`src/hdl/assert_macros.svh`:
```
// Assertion macros shared by the relative contrast query RTL.
// No dependencies; files that check their own logic include this header.
`ifndef ASSERT_MACROS_SVH
`define ASSERT_MACROS_SVH
`ifndef NO_ASSERTIONS
`define RCQ_ASSERT(lbl, clk, rstn, prop) \
  lbl: assert property (@(posedge clk) disable iff (!rstn) prop) \
    else $error("assertion failed");
`define RCQ_NEVER(lbl, clk, rstn, cond) \
  lbl: assert property (@(posedge clk) disable iff (!rstn) !(cond)) \
    else $error("forbidden condition");
`else
`define RCQ_ASSERT(lbl, clk, rstn, prop)
`define RCQ_NEVER(lbl, clk, rstn, cond)
`endif
`endif

```
`src/hdl/rcq_pkg.sv`:
```
// Types and constants of the relative contrast query block.
// No dependencies; used by every module of the block.
`timescale 1ns / 1ps
package rcq_pkg;
  localparam int ELEM_W     = 16;
  localparam int DIST_W     = 44;
  localparam int SUM_W      = 60;
  localparam int CNT_W      = 17;
  localparam int CONTRAST_W = 32;
  localparam int FRAC_W     = 32;
  localparam int QUOT_W     = 64;
  localparam int ITER_W     = 7;

  localparam logic [DIST_W-1:0] CEILING_RESET = 44'd6553600000;
  localparam logic [DIST_W-1:0] DIST_MAX      = {DIST_W{1'b1}};
  localparam logic [SUM_W-1:0]  SUM_MAX       = {SUM_W{1'b1}};
  localparam logic [CNT_W-1:0]  CNT_MAX       = {CNT_W{1'b1}};
  localparam logic [CONTRAST_W-1:0] CONTRAST_SAT = {CONTRAST_W{1'b1}};

  localparam logic [ITER_W-1:0] MEAN_LAST  = ITER_W'(SUM_W - 1);
  localparam logic [ITER_W-1:0] RATIO_LAST = ITER_W'(DIST_W + FRAC_W - 1);
  localparam logic [ITER_W-1:0] ROOT_LAST  = ITER_W'(QUOT_W / 2 - 1);

  typedef struct packed {
    logic [SUM_W-1:0]  sum;
    logic [CNT_W-1:0]  count;
    logic [DIST_W-1:0] min;
  } job_t;
endpackage

```
`src/hdl/relative_contrast_query_core.sv`:
```
// Relative contrast query: element pairs in, one result per query out.
// Input: one element pair per cycle while the result queue has room; the front hands
// query totals to the queue through its s1 and s2 registers. Back end: load, 60
// mean-division steps, a check, 76 ratio-division steps and 32 root steps, then the
// output register (the ratio and root steps are skipped when the contrast saturates).
// Reset (rst_ni, async, low) clears all control state and loads the ceiling with 100000.0.
`timescale 1ns / 1ps
module relative_contrast_query_core import rcq_pkg::*; #(
  parameter int FIFO_DEPTH = 4
) (
  input  logic          clk_i,
  input  logic          rst_ni,
  input  logic          s_axis_tvalid,
  output logic          s_axis_tready,
  input  logic [31:0]   s_axis_tdata,   // data_elem, query_elem
  input  logic          s_axis_tlast,   // last_elem
  input  logic          s_axis_tuser,   // last_point
  output logic          m_axis_tvalid,
  input  logic          m_axis_tready,
  output logic [119:0]  m_axis_tdata,   // contrast, mean_dist, min_dist
  output logic          m_axis_tuser,   // zero_min
  input  logic          cfg_we_i,
  input  logic [DIST_W-1:0] cfg_wdata_i
);
  localparam int CW = $clog2(FIFO_DEPTH + 1);

  logic                  push, pop, q_valid;
  job_t                  push_job, pop_job;
  logic [CW-1:0]         q_count;
  logic [CONTRAST_W-1:0] contrast;
  logic [DIST_W-1:0]     mean_dist, min_dist;

  rcq_front #(.FIFO_DEPTH(FIFO_DEPTH)) u_front (
    .clk_i        (clk_i),
    .rst_ni       (rst_ni),
    .in_valid_i   (s_axis_tvalid),
    .in_ready_o   (s_axis_tready),
    .data_elem_i  (s_axis_tdata[15:0]),
    .query_elem_i (s_axis_tdata[31:16]),
    .last_elem_i  (s_axis_tlast),
    .last_point_i (s_axis_tuser),
    .cfg_we_i     (cfg_we_i),
    .cfg_wdata_i  (cfg_wdata_i),
    .q_count_i    (q_count),
    .push_o       (push),
    .push_job_o   (push_job)
  );

  rcq_fifo #(.FIFO_DEPTH(FIFO_DEPTH)) u_fifo (
    .clk_i       (clk_i),
    .rst_ni      (rst_ni),
    .push_i      (push),
    .push_job_i  (push_job),
    .pop_i       (pop),
    .pop_job_o   (pop_job),
    .not_empty_o (q_valid),
    .count_o     (q_count)
  );

  rcq_back u_back (
    .clk_i       (clk_i),
    .rst_ni      (rst_ni),
    .job_valid_i (q_valid),
    .job_i       (pop_job),
    .pop_o       (pop),
    .out_valid_o (m_axis_tvalid),
    .out_ready_i (m_axis_tready),
    .contrast_o  (contrast),
    .mean_dist_o (mean_dist),
    .min_dist_o  (min_dist),
    .zero_min_o  (m_axis_tuser)
  );

  assign m_axis_tdata = {min_dist, mean_dist, contrast};
endmodule

```
`src/hdl/rcq_front.sv`:
```
// Front end: squares element differences, accumulates point distances,
// and keeps the query sum, minimum and count. Depends on rcq_pkg.
`timescale 1ns / 1ps
module rcq_front import rcq_pkg::*; #(
  parameter int FIFO_DEPTH = 4,
  localparam int CW = $clog2(FIFO_DEPTH + 1)
) (
  input  logic                     clk_i,
  input  logic                     rst_ni,
  input  logic                     in_valid_i,
  output logic                     in_ready_o,
  input  logic signed [ELEM_W-1:0] data_elem_i,
  input  logic signed [ELEM_W-1:0] query_elem_i,
  input  logic                     last_elem_i,
  input  logic                     last_point_i,
  input  logic                     cfg_we_i,
  input  logic [DIST_W-1:0]        cfg_wdata_i,
  input  logic [CW-1:0]            q_count_i,
  output logic                     push_o,
  output job_t                     push_job_o
);
  logic signed [ELEM_W:0] diff;
  logic [ELEM_W-1:0]      mag;
  logic                   accept;
  logic [CW:0]            pending;

  logic                   s1_valid_q;
  logic [2*ELEM_W-1:0]    s1_sq_q;
  logic                   s1_le_q, s1_lp_q;
  logic [DIST_W-1:0]      pd_q;
  logic [DIST_W:0]        pd_sum;
  logic [DIST_W-1:0]      pd_sat;

  logic                   s2_valid_q, s2_lp_q;
  logic [DIST_W-1:0]      s2_dist_q;

  logic [DIST_W-1:0]      ceiling_q, min_q, min_n;
  logic [SUM_W-1:0]       sum_q, sum_n;
  logic [SUM_W:0]         sum_add;
  logic [CNT_W-1:0]       cnt_q, cnt_n;
  logic                   nonzero;

  assign diff   = (ELEM_W+1)'(data_elem_i) - (ELEM_W+1)'(query_elem_i);
  assign mag    = diff[ELEM_W] ? ELEM_W'(-diff) : diff[ELEM_W-1:0];
  assign accept = in_valid_i && in_ready_o;

  assign pending = {1'b0, q_count_i} + (CW+1)'(s1_valid_q && s1_lp_q)
                 + (CW+1)'(s2_valid_q && s2_lp_q);
  assign in_ready_o = pending < (CW+1)'(FIFO_DEPTH);

  assign pd_sum = {1'b0, pd_q} + (DIST_W+1)'(s1_sq_q);
  assign pd_sat = pd_sum[DIST_W] ? DIST_MAX : pd_sum[DIST_W-1:0];

  assign nonzero = s2_dist_q != '0;
  assign sum_add = {1'b0, sum_q} + (SUM_W+1)'(s2_dist_q);
  assign sum_n   = !nonzero ? sum_q : (sum_add[SUM_W] ? SUM_MAX : sum_add[SUM_W-1:0]);
  assign min_n   = (nonzero && s2_dist_q < min_q) ? s2_dist_q : min_q;
  assign cnt_n   = (cnt_q == CNT_MAX) ? cnt_q : cnt_q + CNT_W'(1);

  assign push_o           = s2_valid_q && s2_lp_q;
  assign push_job_o.sum   = sum_n;
  assign push_job_o.count = cnt_n;
  assign push_job_o.min   = min_n;

  always_ff @(posedge clk_i or negedge rst_ni) begin
    if (!rst_ni) begin
      s1_valid_q <= 1'b0;
      s1_le_q    <= 1'b0;
      s1_lp_q    <= 1'b0;
      s2_valid_q <= 1'b0;
      s2_lp_q    <= 1'b0;
      pd_q       <= '0;
      sum_q      <= '0;
      cnt_q      <= '0;
      min_q      <= CEILING_RESET;
      ceiling_q  <= CEILING_RESET;
    end else begin
      s1_valid_q <= accept;
      if (accept) begin
        s1_le_q <= last_elem_i;
        s1_lp_q <= last_elem_i && last_point_i;
      end
      s2_valid_q <= s1_valid_q && s1_le_q;
      if (s1_valid_q) begin
        pd_q <= s1_le_q ? '0 : pd_sat;
        if (s1_le_q) begin
          s2_lp_q <= s1_lp_q;
        end
      end
      if (s2_valid_q) begin
        if (s2_lp_q) begin
          sum_q <= '0;
          cnt_q <= '0;
          min_q <= ceiling_q;
        end else begin
          sum_q <= sum_n;
          cnt_q <= cnt_n;
          min_q <= min_n;
        end
      end
      if (cfg_we_i) begin
        ceiling_q <= cfg_wdata_i;
        if (cnt_q == '0 && !s2_valid_q) begin
          min_q <= cfg_wdata_i;
        end
      end
    end
  end

  always_ff @(posedge clk_i) begin
    if (accept) begin
      s1_sq_q <= (2*ELEM_W)'(mag) * (2*ELEM_W)'(mag);
    end
    if (s1_valid_q && s1_le_q) begin
      s2_dist_q <= pd_sat;
    end
  end
endmodule

```
`src/hdl/rcq_fifo.sv`:
```
// Short queue of finished query totals between the front and back ends.
// Depends on rcq_pkg and assert_macros.svh.
`timescale 1ns / 1ps
`include "assert_macros.svh"
module rcq_fifo import rcq_pkg::*; #(
  parameter int FIFO_DEPTH = 4,
  localparam int CW = $clog2(FIFO_DEPTH + 1),
  localparam int PW = (FIFO_DEPTH > 1) ? $clog2(FIFO_DEPTH) : 1
) (
  input  logic          clk_i,
  input  logic          rst_ni,
  input  logic          push_i,
  input  job_t          push_job_i,
  input  logic          pop_i,
  output job_t          pop_job_o,
  output logic          not_empty_o,
  output logic [CW-1:0] count_o
);
  job_t          mem [FIFO_DEPTH];
  logic [PW-1:0] wr_ptr_q, rd_ptr_q;
  logic [CW-1:0] count_q;

  assign not_empty_o = count_q != '0;
  assign count_o     = count_q;
  assign pop_job_o   = mem[rd_ptr_q];

  always_ff @(posedge clk_i or negedge rst_ni) begin
    if (!rst_ni) begin
      wr_ptr_q <= '0;
      rd_ptr_q <= '0;
      count_q  <= '0;
    end else begin
      if (push_i) begin
        wr_ptr_q <= (wr_ptr_q == PW'(FIFO_DEPTH - 1)) ? '0 : wr_ptr_q + PW'(1);
      end
      if (pop_i) begin
        rd_ptr_q <= (rd_ptr_q == PW'(FIFO_DEPTH - 1)) ? '0 : rd_ptr_q + PW'(1);
      end
      if (push_i && !pop_i) begin
        count_q <= count_q + CW'(1);
      end else if (pop_i && !push_i) begin
        count_q <= count_q - CW'(1);
      end
    end
  end

  always_ff @(posedge clk_i) begin
    if (push_i) begin
      mem[wr_ptr_q] <= push_job_i;
    end
  end

  `RCQ_NEVER(a_no_overflow, clk_i, rst_ni, push_i && !pop_i && count_q == CW'(FIFO_DEPTH))
  `RCQ_NEVER(a_no_underflow, clk_i, rst_ni, pop_i && count_q == '0)
  `RCQ_ASSERT(a_count_track, clk_i, rst_ni, (push_i && !pop_i) |=> count_q == $past(count_q) + CW'(1))
endmodule

```
`src/hdl/rcq_back.sv`:
```
// Back end: iterative mean division, ratio division and square root,
// with an output register. Depends on rcq_pkg and assert_macros.svh.
`timescale 1ns / 1ps
`include "assert_macros.svh"
module rcq_back import rcq_pkg::*; (
  input  logic                  clk_i,
  input  logic                  rst_ni,
  input  logic                  job_valid_i,
  input  job_t                  job_i,
  output logic                  pop_o,
  output logic                  out_valid_o,
  input  logic                  out_ready_i,
  output logic [CONTRAST_W-1:0] contrast_o,
  output logic [DIST_W-1:0]     mean_dist_o,
  output logic [DIST_W-1:0]     min_dist_o,
  output logic                  zero_min_o
);
  typedef enum logic [2:0] {
    ST_IDLE, ST_MEAN, ST_CHECK, ST_RATIO, ST_ROOT, ST_DONE
  } state_e;

  state_e                     state_q;
  logic [ITER_W-1:0]          iter_q;
  logic [SUM_W-1:0]           sh_q;
  logic [CNT_W-1:0]           cnt_q;
  logic [DIST_W-1:0]          min_q, mean_q, rem_q;
  logic [DIST_W+FRAC_W-1:0]   div_q;
  logic [QUOT_W-1:0]          quot_q;
  logic [CONTRAST_W+1:0]      srem_q;
  logic [CONTRAST_W-1:0]      root_q;
  logic                       zero_q;

  logic [CNT_W:0]             m_try;
  logic                       m_ge;
  logic [DIST_W-1:0]          mean_sat;
  logic [DIST_W:0]            r_try;
  logic                       r_ge;
  logic [CONTRAST_W+2:0]      s_try, s_trial;
  logic                       s_ge;
  logic                       out_free;

  assign m_try    = {rem_q[CNT_W-1:0], sh_q[SUM_W-1]};
  assign m_ge     = m_try >= {1'b0, cnt_q};
  assign mean_sat = (sh_q[SUM_W-1:DIST_W] != '0) ? DIST_MAX : sh_q[DIST_W-1:0];
  assign r_try    = {rem_q, div_q[DIST_W+FRAC_W-1]};
  assign r_ge     = r_try >= {1'b0, min_q};
  assign s_try    = {srem_q[CONTRAST_W:0], quot_q[QUOT_W-1:QUOT_W-2]};
  assign s_trial  = {1'b0, root_q, 2'b01};
  assign s_ge     = s_try >= s_trial;
  assign out_free = !out_valid_o || out_ready_i;
  assign pop_o    = (state_q == ST_IDLE) && job_valid_i;

  always_ff @(posedge clk_i or negedge rst_ni) begin
    if (!rst_ni) begin
      state_q     <= ST_IDLE;
      out_valid_o <= 1'b0;
      iter_q      <= '0;
    end else begin
      if (out_valid_o && out_ready_i && state_q != ST_DONE) begin
        out_valid_o <= 1'b0;
      end
      case (state_q)
        ST_IDLE: begin
          if (job_valid_i) begin
            sh_q    <= job_i.sum;
            cnt_q   <= job_i.count;
            min_q   <= job_i.min;
            rem_q   <= '0;
            iter_q  <= MEAN_LAST;
            state_q <= ST_MEAN;
          end
        end
        ST_MEAN: begin
          rem_q[CNT_W-1:0] <= m_ge ? CNT_W'(m_try - {1'b0, cnt_q}) : m_try[CNT_W-1:0];
          sh_q   <= {sh_q[SUM_W-2:0], m_ge};
          iter_q <= iter_q - ITER_W'(1);
          if (iter_q == '0) begin
            state_q <= ST_CHECK;
          end
        end
        ST_CHECK: begin
          mean_q <= mean_sat;
          zero_q <= min_q == '0;
          if (min_q == '0 || {{FRAC_W{1'b0}}, mean_sat[DIST_W-1:FRAC_W]} >= min_q) begin
            root_q  <= CONTRAST_SAT;
            state_q <= ST_DONE;
          end else begin
            div_q   <= {mean_sat, {FRAC_W{1'b0}}};
            rem_q   <= '0;
            quot_q  <= '0;
            iter_q  <= RATIO_LAST;
            state_q <= ST_RATIO;
          end
        end
        ST_RATIO: begin
          rem_q  <= r_ge ? DIST_W'(r_try - {1'b0, min_q}) : r_try[DIST_W-1:0];
          div_q  <= {div_q[DIST_W+FRAC_W-2:0], 1'b0};
          quot_q <= {quot_q[QUOT_W-2:0], r_ge};
          iter_q <= (iter_q == '0) ? ROOT_LAST : iter_q - ITER_W'(1);
          if (iter_q == '0) begin
            srem_q  <= '0;
            root_q  <= '0;
            state_q <= ST_ROOT;
          end
        end
        ST_ROOT: begin
          srem_q <= s_ge ? (CONTRAST_W+2)'(s_try - s_trial) : s_try[CONTRAST_W+1:0];
          quot_q <= {quot_q[QUOT_W-3:0], 2'b00};
          root_q <= {root_q[CONTRAST_W-2:0], s_ge};
          iter_q <= iter_q - ITER_W'(1);
          if (iter_q == '0) begin
            state_q <= ST_DONE;
          end
        end
        ST_DONE: begin
          if (out_free) begin
            out_valid_o <= 1'b1;
            contrast_o  <= root_q;
            mean_dist_o <= mean_q;
            min_dist_o  <= min_q;
            zero_min_o  <= zero_q;
            state_q     <= ST_IDLE;
          end
        end
        default: begin
          state_q <= ST_IDLE;
        end
      endcase
    end
  end

  `RCQ_ASSERT(a_zero_saturates, clk_i, rst_ni, (out_valid_o && zero_min_o) |-> contrast_o == CONTRAST_SAT)
  `RCQ_ASSERT(a_root_iter, clk_i, rst_ni, (state_q == ST_ROOT) |-> iter_q <= ROOT_LAST)
  `RCQ_ASSERT(a_done_loads, clk_i, rst_ni, (state_q == ST_DONE && out_free) |=> out_valid_o && state_q == ST_IDLE)
  `RCQ_ASSERT(a_mean_bound, clk_i, rst_ni, (state_q == ST_MEAN) |-> rem_q[CNT_W-1:0] < cnt_q)
endmodule
```
`config.mk`:
```
export PLATFORM = sky130hd
export DESIGN_NAME = relative_contrast_query_core
export DESIGN_NICKNAME = d
export VERILOG_FILES = /design/src/hdl/rcq_pkg.sv /design/src/hdl/relative_contrast_query_core.sv /design/src/hdl/rcq_front.sv /design/src/hdl/rcq_fifo.sv /design/src/hdl/rcq_back.sv
export VERILOG_INCLUDE_DIRS = /design/src /design/src/hdl
export SDC_FILE = /design/constraint.sdc
export NUM_CORES = 2
export LEC_CHECK = 0
export BUFFER_PORTS_ARGS = -buffer_cell sky130_fd_sc_hd__clkbuf_2
export CAP_MARGIN = 20
export CORE_MARGIN = 1
export CORE_UTILIZATION = 35
export CTS_BUF_LIST = sky130_fd_sc_hd__clkbuf_4
export DETAILED_ROUTE_END_ITERATION = 7
export PLACE_DENSITY = 0.53
export SLEW_MARGIN = 40
export SYNTH_ARGS = -nofsm -noshare
export SYNTH_HDL_FRONTEND = slang
export SYNTH_SLANG_ARGS = --single-unit
export TNS_END_PERCENT = 20
```
`constraint.sdc`:
```
create_clock -name clk_i -period 6.8 [get_ports clk_i]
set_input_delay 1.36 -clock clk_i [delete_from_list [all_inputs] [get_ports clk_i]]
set_output_delay 1.36 -clock clk_i [all_outputs]
set_load 0.005 [all_outputs]
```
## Yosys cells after proc, flatten, opt, wreduce, memory -nomap -nowiden

Memory sizes are Yosys's and may differ from the RTL's.
Index checks and enable logic that the tools add are counted.

- Register bits after elaboration: 844
- Memory bits (writable): 484
- Input port bits: 83
- Output and inout port bits: 123
- Word-level logic and storage cells: 171
- Memories kept: 1

Memories:

| name | words | bits a word | rd ports | clocked after Yosys merged registers in | write ports | line | source |
|---|---|---|---|---|---|---|---|
| u_fifo.mem | 4 | 121 | 1 | 0 | 1 | rcq_fifo.sv:19 | `job_t mem [FIFO_DEPTH];` |

- $add $sub $neg: 15
- Multipliers: 1
- $lt $le $gt $ge: 6
- Equal/unequal tests: 16
- Multiplexer cells: 52
- Reductions and logical operators: 47

Operators by type and width:

| operator | count |
|---|---|
| 44-bit 2-to-1 mux | 11 |
| 60-bit 2-to-1 mux | 4 |
| 64-bit case mux with 3 select lines | 1 |
| 76-bit case mux with 2 select lines | 1 |
| 60-bit case mux with 2 select lines | 1 |
| 32-bit case mux with 3 select lines | 1 |
| 27-bit case mux with 3 select lines | 1 |
| 76-bit 2-to-1 mux | 1 |
| 17-bit case mux with 4 select lines | 1 |
| 33-bit 2-to-1 mux | 2 |
| 33-bit case mux with 2 select lines | 1 |
| 32-bit 2-to-1 mux | 2 |
| 64-bit 2-to-1 mux | 1 |
| 60-bit by 44-bit adder with 61-bit output | 1 |
| 17-bit 2-to-1 mux | 3 |
| 44-bit by 32-bit adder with 45-bit output | 1 |
| 45-bit by 44-bit greater-or-equal comparator with 1-bit output | 1 |
| 12-bit by 44-bit greater-or-equal comparator with 1-bit output | 1 |
| 44-bit zero test | 1 |
| 44-bit less-than comparator | 1 |
| 44-bit nonzero test | 1 |
| 44-bit subtractor | 1 |
| 35-bit by 34-bit greater-or-equal comparator with 1-bit output | 1 |
| 33-bit subtractor | 1 |
| 43 further kinds | 96 |

## Logic depth before layout (Yosys ltp)

- Word-level depth: 7
- Depth in mapped cells: 38
- Gate-level depth less buffers: 38

## By module

A second synthesis with hierarchy kept.

- Cells, all modules: 5,819
- Area, all modules: 70,436.3 um^2

Modules (own cells, without submodules):

| module | instances | cells an instance | area each (um^2) | sequential area each (um^2) |
|---|---|---|---|---|
| rcq_front | 1 | 2,964 | 26,930.8 | 7,622.3 |
| rcq_back | 1 | 2,186 | 25,645.8 | 15,409.8 |
| rcq_fifo | 1 | 669 | 17,859.6 | 14,709.1 |

## Worst setup path before layout

No wires, ideal clock.

- Path type: in2reg
- Start point: input s_axis_tdata[0]
- End point: register u_front.s1_sq_q[30] (data pin)
- Setup time: 0.258 ns
- Data arrival time: 9.437 ns
- Data required time: 6.542 ns
- Slack: -2.895 ns
- Stages on the path: 35
- Path buffers: 1
- Path through: inv_1 > ha_1 > fa_1 > nand2b_1 > a21oi_1 > o31a_1 > o31ai_1 > a2111oi_4 > nand3b_2 > nor3_2 > nor2_1 > xor2_1 > buf_4 > nand2b_1 > fa_1 > inv_1 > fa_1 > fa_1 > fa_1 > fa_1 > inv_1 > fa_1 > inv_1 > ha_1 > a21o_1 > a21o_1 > a21oi_1 > o21ai_0 > or3_1 > o21ai_0 > nand4b_1 > a41oi_1 > o21a_1 > nor2_1 > xnor2_1

- Cells in the longest elaborated chain, start to end: 4

RTL lines:

| what | line | source |
|---|---|---|
| start: declaration | relative_contrast_query_core.sv:15 | `input logic [31:0] s_axis_tdata,` |
| 16-bit by 16-bit subtractor with 17-bit output (*) | rcq_front.sv:43 | `assign diff = (ELEM_W+1)'(data_elem_i) - (ELEM_W+1)'(query_elem_i);` |
| 16-bit negator | rcq_front.sv:44 | `assign mag = diff[ELEM_W] ? ELEM_W'(-diff) : diff[ELEM_W-1:0];` |
| 16-bit 2-to-1 mux (*) | rcq_front.sv:44 |  |
| 16-bit by 16-bit multiplier with 32-bit output (*) | rcq_front.sv:112 | `s1_sq_q <= (2*ELEM_W)'(mag) * (2*ELEM_W)'(mag);` |
| end signal: assignment | rcq_front.sv:112 |  |
| end: declaration | rcq_front.sv:28 | `logic [2*ELEM_W-1:0] s1_sq_q;` |

Every way passes the cells marked *; elsewhere a longest branch is shown, timed or not.
A chain may end at the register's enable or synchronous reset.

## Worst setup path after layout

- Start point: input s_axis_tdata[22]
- End point: register u_front.s1_sq_q[30] (data pin)

Same word-level chain as after synthesis.

==> results.txt <==
CTS max path bufs = 4
vias per cell = 5.06
commonest non-fill, non-tap cell in the layout = edfxtp_1
Hold WC Path Type = in2reg
Clock Latency Late Sink = 1310 ps
CP most frequent cell = fa_1
reg2reg setup slack = 1650 ps
crit share post-route = 119%
Synth Area in Compound Gates = 11.9%
IO buf count = 205
RePlAce Congestion = 0.861
Mapped Avg Cell Area = 12.5 um2
worst-case reg-to-reg path depth = 15
sequential element share of the synthesized area = 54.1%
multiplexer share of the synthesized area = 6.86%
Ports = 206
status = complete, but fails checks
largest family of logic cells by synthesized area = compound AO/OA/AOI/OAI gates
Post-Syn Area = 0.0698 mm2
CTS Root Cell = clkbuf_4
Synth Area in Adders = 11.1%
nets@finish = 6865
total track usage = 17.4%
Rel. slew slack = 43.9%
ys async rst share = 17.9%
Synth Instances = 5607
slowest stage delay, CP = 520 ps
Synthesized Nets = 6208
CTS tree = done
ANT nets after route = 0
Simple-Gate Fraction of Synth Area = 9.12%
GRT overflow = 0
DRT Pass-1 Iters = 6
flip-flop and latch area = 0.0378 mm2
CP Launch Type = input pin
row cnt = 163
cell taking the most area after synthesis = edfxtp_1
drt drc = 0
Reg-to-Reg Start = u_back.sh_q[59]$_DFFE_PP_
Die W = 449 um
Synth area leaders = edfxtp_1 (46%), dfrtp_1 (7.9%), ha_1 (6.3%)
Max Cap Violations = 0
endpoints failing setup = 21
final hold viol count = 0
synthesis-to-layout area growth = 16.5%
First DRT Iteration DRCs = 2653
Yosys warning total = 0
share of layout cells above drive strength 1 = 24.9%
reg-to-reg critical path endpoint = u_back.div_q[48]$_DFFE_PP_
fin cells = 9161
Top FF cell, synth = edfxtp_1
initial antenna violation count = 2
first-pass GRT wire length = 275000 um
Slew @ Worst Pin = 841 ps
clk sinks = 1295
dpl hpwl = 125000 um
Worst Slack Setup Final = -1310 ps
peak fanout along the critical path = 4
vias in the first global route = 48200
Synth Register Bits = 1295
Final min period = 8110 ps
EDFF count, synth = 1063
CP endpoint = u_front.s1_sq_q[30]$_DFFE_PP_
Initial Util = 35.3%
Worst Hold Slack = 361 ps
most frequent cells in the layout = edfxtp_1 (1063), clkbuf_4 (498), inv_1 (445)
slowest CP cell = fa_1
post-DR wirelength/cell = 19.3 um
FMAX = 123 MHz
Die Ht = 449 um
Layout fillers = 19000
top-area cell type share of the netlist area = 45.7%
Clock transition at path regs = 70 ps
area of the die = 0.201 mm2
arrival time worst endpoint = 9100 ps
Clock Skew = 86.4 ps
RSZ-0062 raised after global routing = true
core footprint = 0.198 mm2
pin count of the biggest net entering global routing = 132
Routed WL = 176000 um
critical path class = in2reg
CP startpoint = s_axis_tdata[22]
fin. max-slew vios = 0
XOR/XNOR share of the synthesized area = 2.98%
failing checks = negative setup slack
Multi-input gate area = 0.0302 mm2
number of cells after detailed placement = 8521
cts bufs inserted = 350
H-Tree Depth = 5
Via Count = 46400
CP required = 7790 ps
post-synth cell types = 107
CP endpoint kind = flop
synth_stat cells (56+ instances only):
cell / count
a21o_1: 175
clkbuf_1: 163
inv_1: 459
fa_1: 169
a22o_1: 137
or2_2: 58
nand3_1: 63
mux4_2: 121
xor2_1: 76
dfrtp_1: 220
nand2b_1: 56
nor2_1: 352
xnor2_1: 156
mux2_2: 129
o21ai_0: 151
nor3_1: 105
nand2_1: 447
edfxtp_1: 1063
a21oi_1: 311
ha_1: 349
per-layer routing:
metal  up-vias  track usage, %  wire (um)
met5         -               0          0
met4         0            6.87       6240
met1     22900            22.0      77100
met3       290            2.84       6190
li1      22200               -          -
met2       955            29.6      86900
worst min-delay path by stage:
| stage | slack (ps) | depth (start not counted) | startpoint | to |
|---|---|---|---|---|
| after detailed placement | 400 | 0 | u_back.mean_q[10]$_DFFE_PP_ | u_back.mean_dist_o[10]$_DFFE_PP_ |
| final | 360 | 2 | cfg_wdata_i[29] | u_front.ceiling_q[29]$_DFFE_PN0P_ |
| after global routing | 250 | 2 | cfg_wdata_i[34] | u_front.ceiling_q[34]$_DFFE_PN0P_ |
| after floorplan | 400 | 0 | u_back.mean_q[0]$_DFFE_PP_ | u_back.mean_dist_o[0]$_DFFE_PP_ |
| after CTS | 190 | 2 | cfg_wdata_i[29] | u_front.ceiling_q[29]$_DFFE_PN0P_ |
| after global placement | 400 | 0 | u_back.mean_q[8]$_DFFE_PP_ | u_back.mean_dist_o[8]$_DFFE_PP_ |
stage by stage:
stage | cell area, um2 | util (%) | setup slack, ps | setup TNS, ps
2_1_floorplan | 70200 | - | -2220 | -37540
3_3_place_gp | 75900 | 38.4 | -2710 | -50310
3_5_place_dp | 76200 | 38.5 | -2850 | -52700
4_1_cts | 80900 | 40.9 | -1210 | -13090
5_1_grt | 81300 | 41.1 | -1530 | -19270
6_report | 81300 | 41.1 | -1310 | -15180
timing repair:
action                                  in CTS  in global routing
endpoints found under the hold margin       12                  0
endpoints found under the setup margin      23                 23
buffers inserted                            17                 13
hold buffers                                 1                  0
gates cloned                                 0                  0
gates resized for setup                     52                 52
pin swaps                                   43                 57
cells by family (layout without fill, tap and decap cells):
family                   after synthesis  count (layout)
multiplexers                         310             310
buffers and inverters                709            1614
XOR/XNOR                             235             235
other                                  0               9
AND/OR/NAND/NOR                     1353            1353
adder cells (fa/ha/maj)              518             518
flip-flops                          1295            1295
AO/OA/AOI/OAI                       1187            1187
flip-flops by register name (all words and copies together) (netlist names), 31 cells and up:
| name | flops |
|---|---|
| u_fifo.mem | 484 |
| u_back.quot_q | 64 |
| u_back.sh_q | 60 |
| u_front.sum_q | 60 |
| u_back.div_q | 44 |
| u_back.mean_dist_o | 44 |
| u_back.mean_q | 44 |
| u_back.min_dist_o | 44 |
| u_back.min_q | 44 |
| u_back.rem_q | 44 |
| u_front.ceiling_q | 44 |
| u_front.min_q | 44 |
| u_front.pd_q | 44 |
| u_front.s2_dist_q | 44 |
| u_back.srem_q | 33 |
| u_back.contrast_o | 32 |
| u_back.root_q | 32 |
| u_front.s1_sq_q | 31 |
critical path, delay by kind of cell:
kind            cells  cell delay, ps
compound gates     10            1710
xor+xnor            2             270
fa+ha+maj           8            3310
simple gates        9            1800
buf+inv             7             660
layout make-up:
class                           instances  area share, %
Sequential cell                      1295           46.4
Multi-Input combinational cell       3603           37.1
Timing Repair Buffer                  544           4.77
Clock buffer                          498           4.60
Tap cell                             2640           4.06
Inverter                              470           2.19
Clock inverter                        102          0.766
Antenna cell                            9         0.0277
Power is not shown: default switching activity piles up to over one toggle a cycle in this logic, so the estimate is an artifact.
